[src/rtl/core/dpd_pkg.sv]
// Shared types, character codes and helpers for the debug packet deframer.
package dpd_pkg;

    localparam logic [7:0] CH_DOLLAR = 8'h24;
    localparam logic [7:0] CH_HASH   = 8'h23;
    localparam logic [7:0] CH_PLUS   = 8'h2B;
    localparam logic [7:0] CH_MINUS  = 8'h2D;
    localparam logic [7:0] CH_COLON  = 8'h3A;

    localparam logic [11:0] MAX_PAYLOAD_RESET = 12'd399;
    localparam logic [11:0] HELD_DEPTH        = 12'd3;

    localparam logic [2:0] REG_MAX_PAYLOAD = 3'd0;

    typedef enum logic [3:0] {
        PH_IDLE    = 4'b0001,
        PH_PAYLOAD = 4'b0010,
        PH_HIGH    = 4'b0100,
        PH_LOW     = 4'b1000
    } t_phase;

    typedef enum logic [2:0] {
        KIND_PAYLOAD  = 3'd0,
        KIND_GOOD     = 3'd1,
        KIND_BAD      = 3'd2,
        KIND_RESTART  = 3'd3,
        KIND_OVERFLOW = 3'd4
    } t_kind;

    typedef struct packed {
        t_kind      kind;
        logic [7:0] data;
        logic [7:0] ack_char;
        logic       seq_valid;
        logic [7:0] seq_first;
        logic [7:0] seq_second;
        logic       last;
    } t_result;

    function automatic logic [7:0] hex_value(input logic [7:0] c);
        logic [7:0] v;
        v = 8'hFF;
        if (c >= 8'h61 && c <= 8'h66) v = c - 8'h57;
        else if (c >= 8'h30 && c <= 8'h39) v = c - 8'h30;
        else if (c >= 8'h41 && c <= 8'h46) v = c - 8'h37;
        return v;
    endfunction

    function automatic t_result simple_result(input t_kind kind, input logic [7:0] data);
        t_result r;
        r = '0;
        r.kind = kind;
        r.data = data;
        return r;
    endfunction

endpackage

[src/rtl/core/debug_packet_deframer_core.sv]
// Debug packet deframer: frames dollar/hash packets, checks the sum, strips sequence IDs.
//
//  channel   | handshake                  | payload
//  ----------+----------------------------+-----------------------------------------
//  rx in     | i_rx_valid / o_rx_stall    | i_rx_byte
//  result out| o_res_valid / i_res_stall  | o_kind o_data o_ack_char o_seq_* o_last
//  config    | psel penable pwrite pready | paddr pwdata prdata (max_payload @ 0x0)
//
//  A byte is registered, then decoded into a registered bundle of zero to three results.
//  Throughput is one byte per cycle if no byte gives more than one result and the
//  result port does not stall; otherwise the result port sets the rate.
//  Synchronous active-low reset clears phase, sum, count, flags and max_payload (399).
//  The input is stalled only while a registered byte waits for the bundle to drain.
module debug_packet_deframer_core (
    input  logic        i_clk,
    input  logic        i_rst_n,
    input  logic        i_rx_valid,
    output logic        o_rx_stall,
    input  logic [7:0]  i_rx_byte,
    output logic        o_res_valid,
    input  logic        i_res_stall,
    output logic [2:0]  o_kind,
    output logic [7:0]  o_data,
    output logic [7:0]  o_ack_char,
    output logic        o_seq_valid,
    output logic [7:0]  o_seq_first,
    output logic [7:0]  o_seq_second,
    output logic        o_last,
    input  logic        psel,
    input  logic        penable,
    input  logic        pwrite,
    input  logic [2:0]  paddr,
    input  logic [31:0] pwdata,
    output logic [31:0] prdata,
    output logic        pready
);

    dpd_pkg::t_phase  r_phase, n_phase;
    logic [7:0]       r_sum, n_sum;
    logic [11:0]      r_count, n_count;
    logic [7:0]       r_held [3];
    logic [7:0]       n_held [3];
    logic [7:0]       r_high, n_high;
    logic             r_seq, n_seq;
    logic [11:0]      r_max;

    logic             r_in_valid;
    logic [7:0]       r_in_byte;

    dpd_pkg::t_result r_bundle [3];
    dpd_pkg::t_result n_bundle [3];
    logic [1:0]       r_cnt, n_num;
    logic [1:0]       r_idx;

    logic             process;
    logic             out_take;
    logic             out_final;
    logic [12:0]      cnt_next;
    logic [7:0]       sent;
    dpd_pkg::t_result cur;

    assign pready   = 1'b1;
    assign prdata   = (paddr[2] == 1'b0) ? {20'd0, r_max} : 32'd0;

    assign out_take  = o_res_valid && !i_res_stall;
    assign out_final = r_idx == (r_cnt - 2'd1);
    assign process   = r_in_valid && (r_cnt == 2'd0 || (out_take && out_final));
    assign o_rx_stall = r_in_valid && !process;

    always_comb begin
        n_phase  = r_phase;
        n_sum    = r_sum;
        n_count  = r_count;
        n_held   = r_held;
        n_high   = r_high;
        n_seq    = r_seq;
        n_num    = 2'd0;
        n_bundle = '{default: '0};
        cnt_next = {1'b0, r_count} + 13'd1;
        sent     = {r_high[3:0], 4'b0000} + dpd_pkg::hex_value(r_in_byte);
        case (r_phase)
            dpd_pkg::PH_IDLE: begin
                if (r_in_byte == dpd_pkg::CH_DOLLAR) begin
                    n_sum   = 8'd0;
                    n_count = 12'd0;
                    n_seq   = 1'b0;
                    n_phase = dpd_pkg::PH_PAYLOAD;
                end
            end
            dpd_pkg::PH_PAYLOAD: begin
                if (r_in_byte == dpd_pkg::CH_DOLLAR) begin
                    n_sum       = 8'd0;
                    n_count     = 12'd0;
                    n_seq       = 1'b0;
                    n_bundle[0] = dpd_pkg::simple_result(dpd_pkg::KIND_RESTART, 8'd0);
                    n_num       = 2'd1;
                end else if (r_in_byte == dpd_pkg::CH_HASH) begin
                    if (r_count < dpd_pkg::HELD_DEPTH) begin
                        n_bundle[0] = dpd_pkg::simple_result(dpd_pkg::KIND_PAYLOAD, r_held[0]);
                        n_bundle[1] = dpd_pkg::simple_result(dpd_pkg::KIND_PAYLOAD, r_held[1]);
                        n_num       = r_count[1:0];
                    end
                    n_phase = dpd_pkg::PH_HIGH;
                end else begin
                    n_sum = r_sum + r_in_byte;
                    if (cnt_next >= {1'b0, r_max}) begin
                        n_phase     = dpd_pkg::PH_IDLE;
                        n_count     = 12'd0;
                        n_bundle[0] = dpd_pkg::simple_result(dpd_pkg::KIND_OVERFLOW, 8'd0);
                        n_num       = 2'd1;
                    end else begin
                        if (r_count < dpd_pkg::HELD_DEPTH) begin
                            n_held[r_count[1:0]] = r_in_byte;
                            if (cnt_next[11:0] == dpd_pkg::HELD_DEPTH) begin
                                if (r_in_byte == dpd_pkg::CH_COLON) begin
                                    n_seq = 1'b1;
                                end else begin
                                    n_bundle[0] = dpd_pkg::simple_result(
                                        dpd_pkg::KIND_PAYLOAD, r_held[0]);
                                    n_bundle[1] = dpd_pkg::simple_result(
                                        dpd_pkg::KIND_PAYLOAD, r_held[1]);
                                    n_bundle[2] = dpd_pkg::simple_result(
                                        dpd_pkg::KIND_PAYLOAD, r_in_byte);
                                    n_num       = 2'd3;
                                end
                            end
                        end else begin
                            n_bundle[0] = dpd_pkg::simple_result(dpd_pkg::KIND_PAYLOAD,
                                                                 r_in_byte);
                            n_num       = 2'd1;
                        end
                        n_count = cnt_next[11:0];
                    end
                end
            end
            dpd_pkg::PH_HIGH: begin
                n_high  = dpd_pkg::hex_value(r_in_byte);
                n_phase = dpd_pkg::PH_LOW;
            end
            dpd_pkg::PH_LOW: begin
                if (sent == r_sum) begin
                    n_bundle[0] = dpd_pkg::simple_result(dpd_pkg::KIND_GOOD, 8'd0);
                    n_bundle[0].ack_char = dpd_pkg::CH_PLUS;
                    if (r_seq) begin
                        n_bundle[0].seq_valid  = 1'b1;
                        n_bundle[0].seq_first  = r_held[0];
                        n_bundle[0].seq_second = r_held[1];
                    end
                end else begin
                    n_bundle[0] = dpd_pkg::simple_result(dpd_pkg::KIND_BAD, 8'd0);
                    n_bundle[0].ack_char = dpd_pkg::CH_MINUS;
                end
                n_num   = 2'd1;
                n_phase = dpd_pkg::PH_IDLE;
            end
            default: begin
                n_phase = dpd_pkg::PH_IDLE;
            end
        endcase
        if (n_num != 2'd0) begin
            n_bundle[n_num - 2'd1].last = 1'b1;
        end
    end

    always_ff @(posedge i_clk) begin
        if (!i_rst_n) begin
            r_phase    <= dpd_pkg::PH_IDLE;
            r_sum      <= 8'd0;
            r_count    <= 12'd0;
            r_high     <= 8'd0;
            r_seq      <= 1'b0;
            r_max      <= dpd_pkg::MAX_PAYLOAD_RESET;
            r_in_valid <= 1'b0;
            r_cnt      <= 2'd0;
            r_idx      <= 2'd0;
        end else begin
            if (psel && penable && pwrite && pready && paddr[2] == dpd_pkg::REG_MAX_PAYLOAD[0]) begin
                r_max <= pwdata[11:0];
            end
            if (i_rx_valid && !o_rx_stall) begin
                r_in_valid <= 1'b1;
            end else if (process) begin
                r_in_valid <= 1'b0;
            end
            if (process) begin
                r_phase <= n_phase;
                r_sum   <= n_sum;
                r_count <= n_count;
                r_high  <= n_high;
                r_seq   <= n_seq;
                r_cnt   <= n_num;
                r_idx   <= 2'd0;
            end else if (out_take) begin
                if (out_final) begin
                    r_cnt <= 2'd0;
                    r_idx <= 2'd0;
                end else begin
                    r_idx <= r_idx + 2'd1;
                end
            end
        end
    end

    always_ff @(posedge i_clk) begin
        if (i_rx_valid && !o_rx_stall) begin
            r_in_byte <= i_rx_byte;
        end
        if (process) begin
            r_held   <= n_held;
            r_bundle <= n_bundle;
        end
    end

    assign cur          = r_bundle[r_idx];
    assign o_res_valid  = r_cnt != 2'd0;
    assign o_kind       = cur.kind;
    assign o_data       = cur.data;
    assign o_ack_char   = cur.ack_char;
    assign o_seq_valid  = cur.seq_valid;
    assign o_seq_first  = cur.seq_first;
    assign o_seq_second = cur.seq_second;
    assign o_last       = cur.last;

    a_idx_in_range: assert property (@(posedge i_clk) disable iff (!i_rst_n)
        o_res_valid |-> r_idx < r_cnt)
        else $error("result index beyond bundle size");

    a_last_on_final: assert property (@(posedge i_clk) disable iff (!i_rst_n)
        o_res_valid |-> (o_last == out_final))
        else $error("last flag does not mark the final result of a byte");

    a_drain_empties: assert property (@(posedge i_clk) disable iff (!i_rst_n)
        (out_take && out_final && !process) |=> !o_res_valid)
        else $error("result still valid after the final one was taken");

    a_payload_no_ack: assert property (@(posedge i_clk) disable iff (!i_rst_n)
        (o_res_valid && o_kind == dpd_pkg::KIND_PAYLOAD) |-> (o_ack_char == 8'd0 && !o_seq_valid))
        else $error("payload result carries ack or sequence ID");

endmodule
[config.mk]
export PLATFORM = sky130hd
export DESIGN_NAME = debug_packet_deframer_core
export DESIGN_NICKNAME = d
export VERILOG_FILES = /design/src/rtl/core/dpd_pkg.sv /design/src/rtl/core/debug_packet_deframer_core.sv
export SDC_FILE = /design/constraint.sdc
export NUM_CORES = 1
export LEC_CHECK = 0
export BUFFER_PORTS_ARGS = -buffer_cell sky130_fd_sc_hd__clkbuf_2
export CAP_MARGIN = 40
export CORE_MARGIN = 8
export CORE_UTILIZATION = 45
export CTS_CLUSTER_DIAMETER = 30
export DETAILED_ROUTE_END_ITERATION = 8
export GPL_ROUTABILITY_DRIVEN = 0
export GPL_TIMING_DRIVEN = 0
export PLACE_DENSITY = 0.65
export RECOVER_POWER = 25
export SYNTH_ARGS = -nofsm -noshare
export SYNTH_HDL_FRONTEND = slang
export SYNTH_SLANG_ARGS = --single-unit
[constraint.sdc]
create_clock -name i_clk -period 5.1 [get_ports i_clk]
set_input_delay 0 -clock i_clk [delete_from_list [all_inputs] [get_ports i_clk]]
set_output_delay 0 -clock i_clk [all_outputs]
set_load 0.05 [all_outputs]
==> results of run 1 <==
[cell usage in the layout, fill, tap and decap left out, types with 8 or more instances in the layout]
cell / synthesis / final
edfxtp_1: 74 / 74
mux2i_1: 15 / 15
nor2b_1: 12 / 12
nor3_1: 11 / 11
clkbuf_2: 0 / 52
dfxtp_1: 46 / 46
xnor2_1: 14 / 14
o21ai_0: 28 / 27
a21oi_1: 41 / 41
nor3_2: 17 / 17
conb_1: 2 / 24
inv_1: 34 / 33
buf_4: 26 / 28
and2_1: 44 / 44
o211ai_1: 8 / 8
clkbuf_1: 32 / 58
xor2_1: 11 / 11
nand3_1: 25 / 25
a21o_1: 10 / 10
ha_1: 35 / 35
clkbuf_16: 0 / 17
nand4_1: 8 / 8
nand2_1: 90 / 90
dlygate4sd3_1: 0 / 23
nor2_1: 49 / 49
[stage by stage]
step | cells | TNS, ns | hold WS, ns | total power [uW] | util
3_3_place_gp | 1063 | -0.000135 | 0.179 | 1290 | 0.501
2_1_floorplan | 772 | 0 | 0.0989 | 1240 | -
5_1_grt | 1124 | -0.0112 | 0.164 | 2540 | 0.555
3_5_place_dp | 1067 | -0.0212 | 0.179 | 1300 | 0.503
4_1_cts | 1122 | 0 | 0.0903 | 2470 | 0.555
6_report | 1124 | 0 | 0.0921 | 2460 | 0.555
[metal layers]
metal	wire, um	part of all wire	vias up	track usage
met3	990	0.056	32	0.0457
met1	8110	0.46	2715	0.228
li1	-	-	2940	-
met2	8150	0.46	159	0.293
met5	0	0	-	0
met4	367	0.021	0	0.0695
[registers in the layout (all words and copies together) (netlist names)]
signal and count:
r_seq 1, r_held 16, r_count 12, r_cnt 2, r_phase 4, r_bundle 50
r_sum 8, r_max 12, r_high 4, r_idx 2, r_in_byte 8, r_in_valid 1
[cells by family (layout without fill, tap and decap cells)]
logic type | after synthesis | after routing | synth area share
DFF | 120 | 120 | 0.442
AOI/OAI and AO/OA | 147 | 147 | 0.138
xor gates and xnor gates | 25 | 25 | 0.0308
buffers and inverters | 99 | 235 | 0.0691
and+or+nand+nor | 304 | 304 | 0.229
adders and majority gates | 37 | 37 | 0.0672
other | 2 | 24 | 0.00106
muxes | 16 | 16 | 0.0227
[final timing paths]
path                     start           end  slack [ns]  cells after the start
hold reg to reg       r_cnt[1]      r_cnt[1]        0.45                      2
setup reg to reg  r_in_byte[0]  r_bundle[94]        0.23                     17
hold / removal          pwrite      r_max[0]        0.09                      4
setup / recovery  r_in_byte[0]  r_bundle[94]        0.23                     17
[area by class of cell]
cell class,instances,share of cell area
plain buffers,65,0.0421
well taps,216,0.0311
clock inverters,14,0.0171
flip-flops and latches,120,0.362
inverters,34,0.0147
clock buffers,18,0.0494
multi-input cells,553,0.412
repair buffers,104,0.0717
[synthesized netlist by cell type (4+ instances only)]
cell | number | share of area
nor4_1 | 5 | 0.0044
a31oi_1 | 4 | 0.0035
o22ai_1 | 4 | 0.0035
nor3_2 | 17 | 0.024
nand3_1 | 25 | 0.018
edfxtp_1 | 74 | 0.31
buf_4 | 26 | 0.027
a22o_1 | 7 | 0.0086
and2_1 | 44 | 0.039
nand3b_1 | 4 | 0.0042
dfxtp_1 | 46 | 0.13
mux2i_1 | 15 | 0.021
o21ai_0 | 28 | 0.020
o31ai_1 | 5 | 0.0053
clkbuf_1 | 32 | 0.017
or3_1 | 7 | 0.0062
a21oi_1 | 41 | 0.029
nor2b_1 | 12 | 0.011
xnor2_1 | 14 | 0.017
a211oi_1 | 5 | 0.0053
o211ai_1 | 8 | 0.0084
xor2_1 | 11 | 0.014
nor3_1 | 11 | 0.0077
nand2_1 | 90 | 0.047
nor2_1 | 49 | 0.026
nand2b_1 | 4 | 0.0035
ha_1 | 35 | 0.062
buf_1 | 4 | 0.0021
o21a_1 | 4 | 0.0042
a21o_1 | 10 | 0.011
inv_1 | 34 | 0.018
nand4_1 | 8 | 0.0070
and3_1 | 7 | 0.0062
and4_1 | 4 | 0.0049
[power groups by stage]
stage | Sequential, uW | Clock (uW) | Combinational, uW
final | 1060 | 1170 | 233
after global routing | 1060 | 1230 | 254
after CTS | 1060 | 1180 | 228
after detailed placement | 1080 | 0 | 213
after global placement | 1080 | 0 | 209
after floorplan | 1080 | 0 | 164
[timing repair]
item / CTS / global route
hold buffers: 23 / 0
endpoints found under the setup margin: 7 / 21
cloned: 0 / 0
pin swaps: 0 / 0
hold endpoints to repair: 23 / 0
resized for setup: 1 / 5
setup buffers: 0 / 2
[worst max-delay path, delay by kind of cell (launching register included)]
| kind | cells | cell delay (ns) |
|---|---|---|
| simple gates | 5 | 1.59 |
| compound gates | 6 | 1.19 |
| buf+inv | 3 | 0.58 |
| flops | 1 | 0.50 |
| fa+ha+maj | 2 | 0.50 |
| mux | 1 | 0.25 |
==> flow_metrics.env, run 1 <==
export IMPL_outcome="complete, no violations"
export IMPL_layout_area_seq_mm2=0.00314
export IMPL_static_leakage_power_uw=0.00345
export IMPL_postLayoutCellArea_mm2=0.00869
export IMPL_setup_worst_path_end_class="register"
export IMPL_floorplan_die_height_um=142
export IMPL_seq_power_share=0.431
export IMPL_syn_area_mm2=0.00712
export IMPL_worst_ep_required_time_ns=5.28
export IMPL_netlist_cell_type_count=69
export IMPL_timing_final_setup_violations=0
export IMPL_maxClockFrequency_mhz=205
export IMPL_relative_contribution_of_combinational_cells_to_total_power=0.095
export IMPL_detailedRoute_firstIterationViolations=431
export IMPL_grt_antenna_before_repair=0
export IMPL_timing_hold_worst_class="input port to register"
export IMPL_synth_edf_count=74
export IMPL_postRouteWirelength_um=17600
export IMPL_dp_hpwl_um=13000
export IMPL_cell_area_placed_mm2=0.00788
export IMPL_floorplan_io_pins=122
export IMPL_count_of_warnings_emitted_by_yosys=0
export IMPL_nNetsFinal=982
export IMPL_async_reset_ff_frac=0
export IMPL_htreeDepth=4
export IMPL_route_detailed_drc=0
export IMPL_placement_io_buffers=75
export IMPL_placement_row_count=46
export IMPL_synthToLayoutAreaGrowth_pct=22.0
export IMPL_grt_pass1_wl_um=29000
export IMPL_worst_path_max_delay_cell="or4_4"
export IMPL_num_vias=5846
export IMPL_tritoncts_num_buffers=17
export IMPL_path_cells="clkbuf_2 > inv_1 > ha_1 > or4b_4 > nor2_4 > or3_1 > o22ai_1 > a31oi_2 > ha_1 > a21o_1 > a21oi_1 > mux2i_1 > a21oi_1 > a2111o_1 > or4_4 > buf_6 > and2_1"
export IMPL_power_per_cell_area_mw_per_mm2=284
export IMPL_per_instance_average_area_after_synthesis_um2=9.49
export IMPL_power_internal_uw=1840
export IMPL_critical_path_class="register to register"
export IMPL_antenna_left=0
export IMPL_tightest_slew_ns=0.877
export IMPL_synth_seq_area_share=0.442
export IMPL_total_switching_power_uw=627
export IMPL_place_worst_setup_slack_ns=-0.0212
export IMPL_starting_density=0.455
export IMPL_grt_max_degree=31
export IMPL_floorplan_die_area_mm2=0.0201
export IMPL_worst_path_largest_cell_delay_ns=0.61
export IMPL_first_global_vias=5712
export IMPL_worst_setup_hold_path_clk_slew_ns=0.05
export IMPL_grt_total_usage=0.181
export IMPL_yosys_register_bits=120
export IMPL_core_region_area_mm2=0.0157
export IMPL_synthCells=750
export IMPL_antenna_diode_count=0
export IMPL_clockRootBuffer="clkbuf_16"
export IMPL_cts_sinks=120
export IMPL_viasPerCell=5.20
export IMPL_fillers=1471
export IMPL_max_clock_path_buffers=2
export IMPL_final_max_slew_violation_count=0
export IMPL_fp_dieW_um=142
export IMPL_wire_per_inst_um=15.7
export IMPL_setup_worst_path_start_class="register"
export IMPL_swShare=0.254
export IMPL_multi_input_combinational_cell_area_mm2=0.00358
export IMPL_synthFlopType="edfxtp_1"
export IMPL_finalClockSkew_ns=0.0109
export IMPL_final_hold_viol_count=0
export IMPL_first_pass_iters=5
export IMPL_max_slew_margin_rel=0.410
export IMPL_globalRouteOverflowTotal=0
export IMPL_post_route_cells_drive_above_1_share=0.160
export IMPL_cts_tree="yes"
export IMPL_minimum_clock_period_ns=4.87
export IMPL_ir_drop_uv=226
export IMPL_layout_setup_ws_ns=0.230
export IMPL_clkLatencyLatePin_ns=0.43
export IMPL_cp_data_arrival_time_ns=5.05
export IMPL_share_clk_of_total_power=0.474
export IMPL_period_share=0.955
export IMPL_cap_violations=0
export IMPL_crit_path_max_fanout=10
Power figures use the tool's default switching activity.
==> inputs of run 2 (changes only) <==
Settings changed: ABC_AREA set to 1.
==> run 2 against run 1 <==
Against the previous run:
- power decreased by 1.8%
- clock power decreased by 6%
- cell count increased by 13%
- flip-flop and latch count unchanged
- synthesized cell count increased by 20%
- register-to-register slack improved by 0.70 ns
- routed wire length increased by 3.8%
- worst hold slack got worse by 0.064 ns
- highest routed layer unchanged
==> flow_metrics.env, run 2 <==
export IMPL_outcome="complete, no violations"
export IMPL_globalRouteOverflowTotal=0
export IMPL_cp_data_arrival_time_ns=4.46
export IMPL_r2r_cells=24
export IMPL_grt_total_usage=0.188
export IMPL_grtUsageMet3=0.0416
export IMPL_placement_row_count=46
export IMPL_hold_start="penable"
export IMPL_fin_hold_ws_ns=0.0279
export IMPL_cell_area_placed_mm2=0.00797
export IMPL_htreeDepth=4
export IMPL_synth_top_cells_by_count="nand2_1, nor2_1, inv_1"
export IMPL_tritoncts_num_buffers=17
export IMPL_wire_per_inst_um=14.4
export IMPL_yosys_register_bits=120
export IMPL_first_pass_iters=5
export IMPL_critical_path_class="register to register"
export IMPL_final_max_slew_violation_count=0
export IMPL_layout_area_seq_mm2=0.00314
export IMPL_first_global_vias=5916
export IMPL_cap_violations=0
export IMPL_viasPerCell=4.85
export IMPL_multi_input_combinational_cell_area_mm2=0.00340
export IMPL_clockRootBuffer="clkbuf_16"
export IMPL_floorplan_die_area_mm2=0.0203
export IMPL_route_detailed_drc=0
export IMPL_postLayoutCellArea_mm2=0.00871
export IMPL_most_repeated_cell_in_the_gate_level_netlist_after_synthesis="nand2_1"
export IMPL_async_reset_ff_frac=0
export IMPL_per_instance_average_area_after_synthesis_um2=7.99
export IMPL_final_hold_viol_count=0
export IMPL_tightest_slew_ns=0.648
export IMPL_cts_sinks=120
export IMPL_setup_worst_path_start_class="register"
export IMPL_post_route_cells_drive_above_1_share=0.159
export IMPL_setup_worst_path_end_class="register"
export IMPL_most_common_layout_cells="nand2_1, nor2_1, inv_1, edfxtp_1, nand3_1"
export IMPL_antenna_left=0
export IMPL_rsz0062_at_grt="false"
export IMPL_ir_drop_uv=199
export IMPL_fin_tns_setup_ns=0
export IMPL_synthCells=902
export IMPL_synthToLayoutAreaGrowth_pct=20.9
export IMPL_seq_power_share=0.444
export IMPL_floorplan_io_pins=122
export IMPL_core_region_area_mm2=0.0158
export IMPL_worst_ep_required_time_ns=5.39
export IMPL_swShare=0.276
export IMPL_minimum_clock_period_ns=4.17
export IMPL_yosysTopAreaCell="edfxtp_1"
export IMPL_syn_area_mm2=0.00721
export IMPL_grt_max_degree=42
export IMPL_postRouteWirelength_um=18300
export IMPL_synthFlopType="edfxtp_1"
export IMPL_synth_area_leaders="edfxtp_1, dfxtp_1, nand2_1"
export IMPL_count_of_warnings_emitted_by_yosys=0
export IMPL_grt_busiest_layer="met2"
export IMPL_worst_path_max_delay_cell="edfxtp_1"
export IMPL_largest_register_ffs=50
export IMPL_power_per_cell_area_mw_per_mm2=278
export IMPL_share_clk_of_total_power=0.452
export IMPL_cts_tree="yes"
export IMPL_worst_path_largest_cell_delay_ns=0.71
export IMPL_timing_hold_worst_class="input port to register"
export IMPL_global_route_usage_met2=0.306
export IMPL_starting_density=0.457
export IMPL_crit_reg2reg_capture="r_bundle[108]"
export IMPL_grtUsageMet1=0.239
export IMPL_total_switching_power_uw=668
export IMPL_path_cells="ha_1 > inv_1 > nor2_2 > o21ai_1 > a21oi_2 > nand2_2 > inv_1 > o21ai_0 > xor2_1 > nand3_1 > o21ai_0 > inv_1 > ha_1 > a21oi_1 > nand2_1 > xor2_1 > inv_1 > nand2_1 > nand2_1 > nand2_1 > inv_1 > nor3_1 > nand2_1 > nand2_1"
export IMPL_nNetsFinal=1131
export IMPL_crit_path_max_fanout=11
export IMPL_regMostFlops="r_bundle"
export IMPL_fillers=1513
export IMPL_critPathMostFrequentCell="nand2_1"
export IMPL_max_clock_path_buffers=2
export IMPL_grt_pass1_wl_um=29800
export IMPL_placement_io_buffers=75
export IMPL_clkLatencyLatePin_ns=0.43
export IMPL_fp_dieW_um=143
export IMPL_timing_hold_worst_endpoint="r_max[0]"
export IMPL_worst_setup_hold_path_clk_slew_ns=0.06
export IMPL_timing_hold_worst_path_depth=4
export IMPL_synth_edf_count=74
export IMPL_timing_final_setup_violations=0
export IMPL_maxClockFrequency_mhz=240
export IMPL_power_internal_uw=1750
export IMPL_reg_to_reg_critical_path_startpoint="r_in_byte[4]"
export IMPL_period_share=0.818
export IMPL_worst_r2r_setup_slack_ns=0.93
export IMPL_floorplan_die_height_um=143
export IMPL_static_leakage_power_uw=0.00384
export IMPL_synth_top_cell_area_share=0.308
export IMPL_most_common_cell_after_layout_fill_and_taps_aside="nand2_1"
export IMPL_grt_antenna_before_repair=0
export IMPL_antenna_diode_count=0
export IMPL_dp_hpwl_um=13800
export IMPL_finalClockSkew_ns=0.0154
export IMPL_max_slew_margin_rel=0.566
export IMPL_relative_contribution_of_combinational_cells_to_total_power=0.104
export IMPL_num_vias=6179
export IMPL_detailedRoute_firstIterationViolations=422
export IMPL_registers_with_the_most_flip_flops="r_bundle: 50 flops, r_held: 16 flops"
export IMPL_report_power_total_uw=2420
export IMPL_synth_seq_area_share=0.436
export IMPL_netlist_cell_type_count=47
==> run 2: changes by cell type after synthesis, sizes merged, moves of 9 or more <==
cell,before,now
nand3,25,61
inv,34,118
and2,45,1
nor2,50,149
mux2i,15,0
nand2,90,180
a21oi,41,56
xnor2,14,5
a21o,10,0
nor2b,12,0
clkbuf,32,19
==> run 2: how the worst max path moves through the flow <==
| stage | start | endpoint | slack [ns] | cells past startpoint |
|---|---|---|---|---|
| floorplan | r_in_byte[1] | r_bundle[76] | 1.73 | 22 |
| global placement | r_in_byte[1] | r_bundle[77] | 1.01 | 19 |
| detailed placement | r_in_byte[1] | r_bundle[80] | 0.97 | 19 |
| CTS | r_in_byte[1] | r_bundle[80] | 0.94 | 19 |
| global route | r_in_byte[4] | r_bundle[81] | 0.51 | 23 |
| finish | r_in_byte[4] | r_bundle[108] | 0.93 | 24 |
==> run 2: final cells by class <==
class	count	area share
Multi-Input combinational cell	634	0.390
Sequential cell	120	0.361
Timing Repair Buffer	101	0.0698
Inverter	118	0.0508
Clock buffer	17	0.0488
Buffer	52	0.0358
Tap cell	216	0.0310
Clock inverter	15	0.0135
==> run 2: metrics by stage <==
step                cells  setup slack [ns]  utilization
floorplan             924              1.73            -
global route         1273             0.506        0.553
global placement     1215              1.01        0.503
finish               1273             0.930        0.553
detailed placement   1218             0.972        0.505
CTS                  1273             0.944        0.555
==> run 2: worst max-delay path, delay by kind of cell, from the launching register on <==
family                   cells  cell delay [ns]
AND/OR/NAND/NOR             10             1.29
flip-flops                   1             0.71
adder cells (fa/ha/maj)      2             0.64
AO/OA/AOI/OAI                5             0.60
buffers and inverters        5             0.44
XOR/XNOR                     2             0.35
==> run 2: cell families (layout without fill, tap and decap cells) <==
group / Yosys count / in the layout / synth area share
simple gates: 438 / 438 / 0.276
buf+inv: 170 / 303 / 0.105
compound gates: 120 / 120 / 0.0970
flops: 120 / 120 / 0.436
fa+ha+maj: 37 / 37 / 0.0663
xor+xnor: 15 / 15 / 0.0193
other cells: 2 / 24 / 0.00104
==> run 2: metal layers <==
| layer | part of all wire | up-vias | wire, um |
|---|---|---|---|
| met2 | 0.46 | 179 | 8360 |
| met1 | 0.47 | 2781 | 8520 |
| met3 | 0.062 | 18 | 1130 |
| met4 | 0.015 | 0 | 270 |
| met5 | 0 | - | 0 |
| li1 | - | 3201 | - |
==> run 2: timing repair <==
action                                 in CTS  in global routing
hold buffers                               23                  0
resized for setup                           0                  0
endpoints found under the hold margin      22                  0
setup buffers                               0                  0
==> run 2: power groups by stage <==
stage	logic (uW)	clock network, uW	registers [uW]
floorplan	189	0	1080
global placement	235	0	1090
detailed placement	239	0	1090
CTS	253	1120	1070
global route	274	1160	1080
finish	252	1100	1070
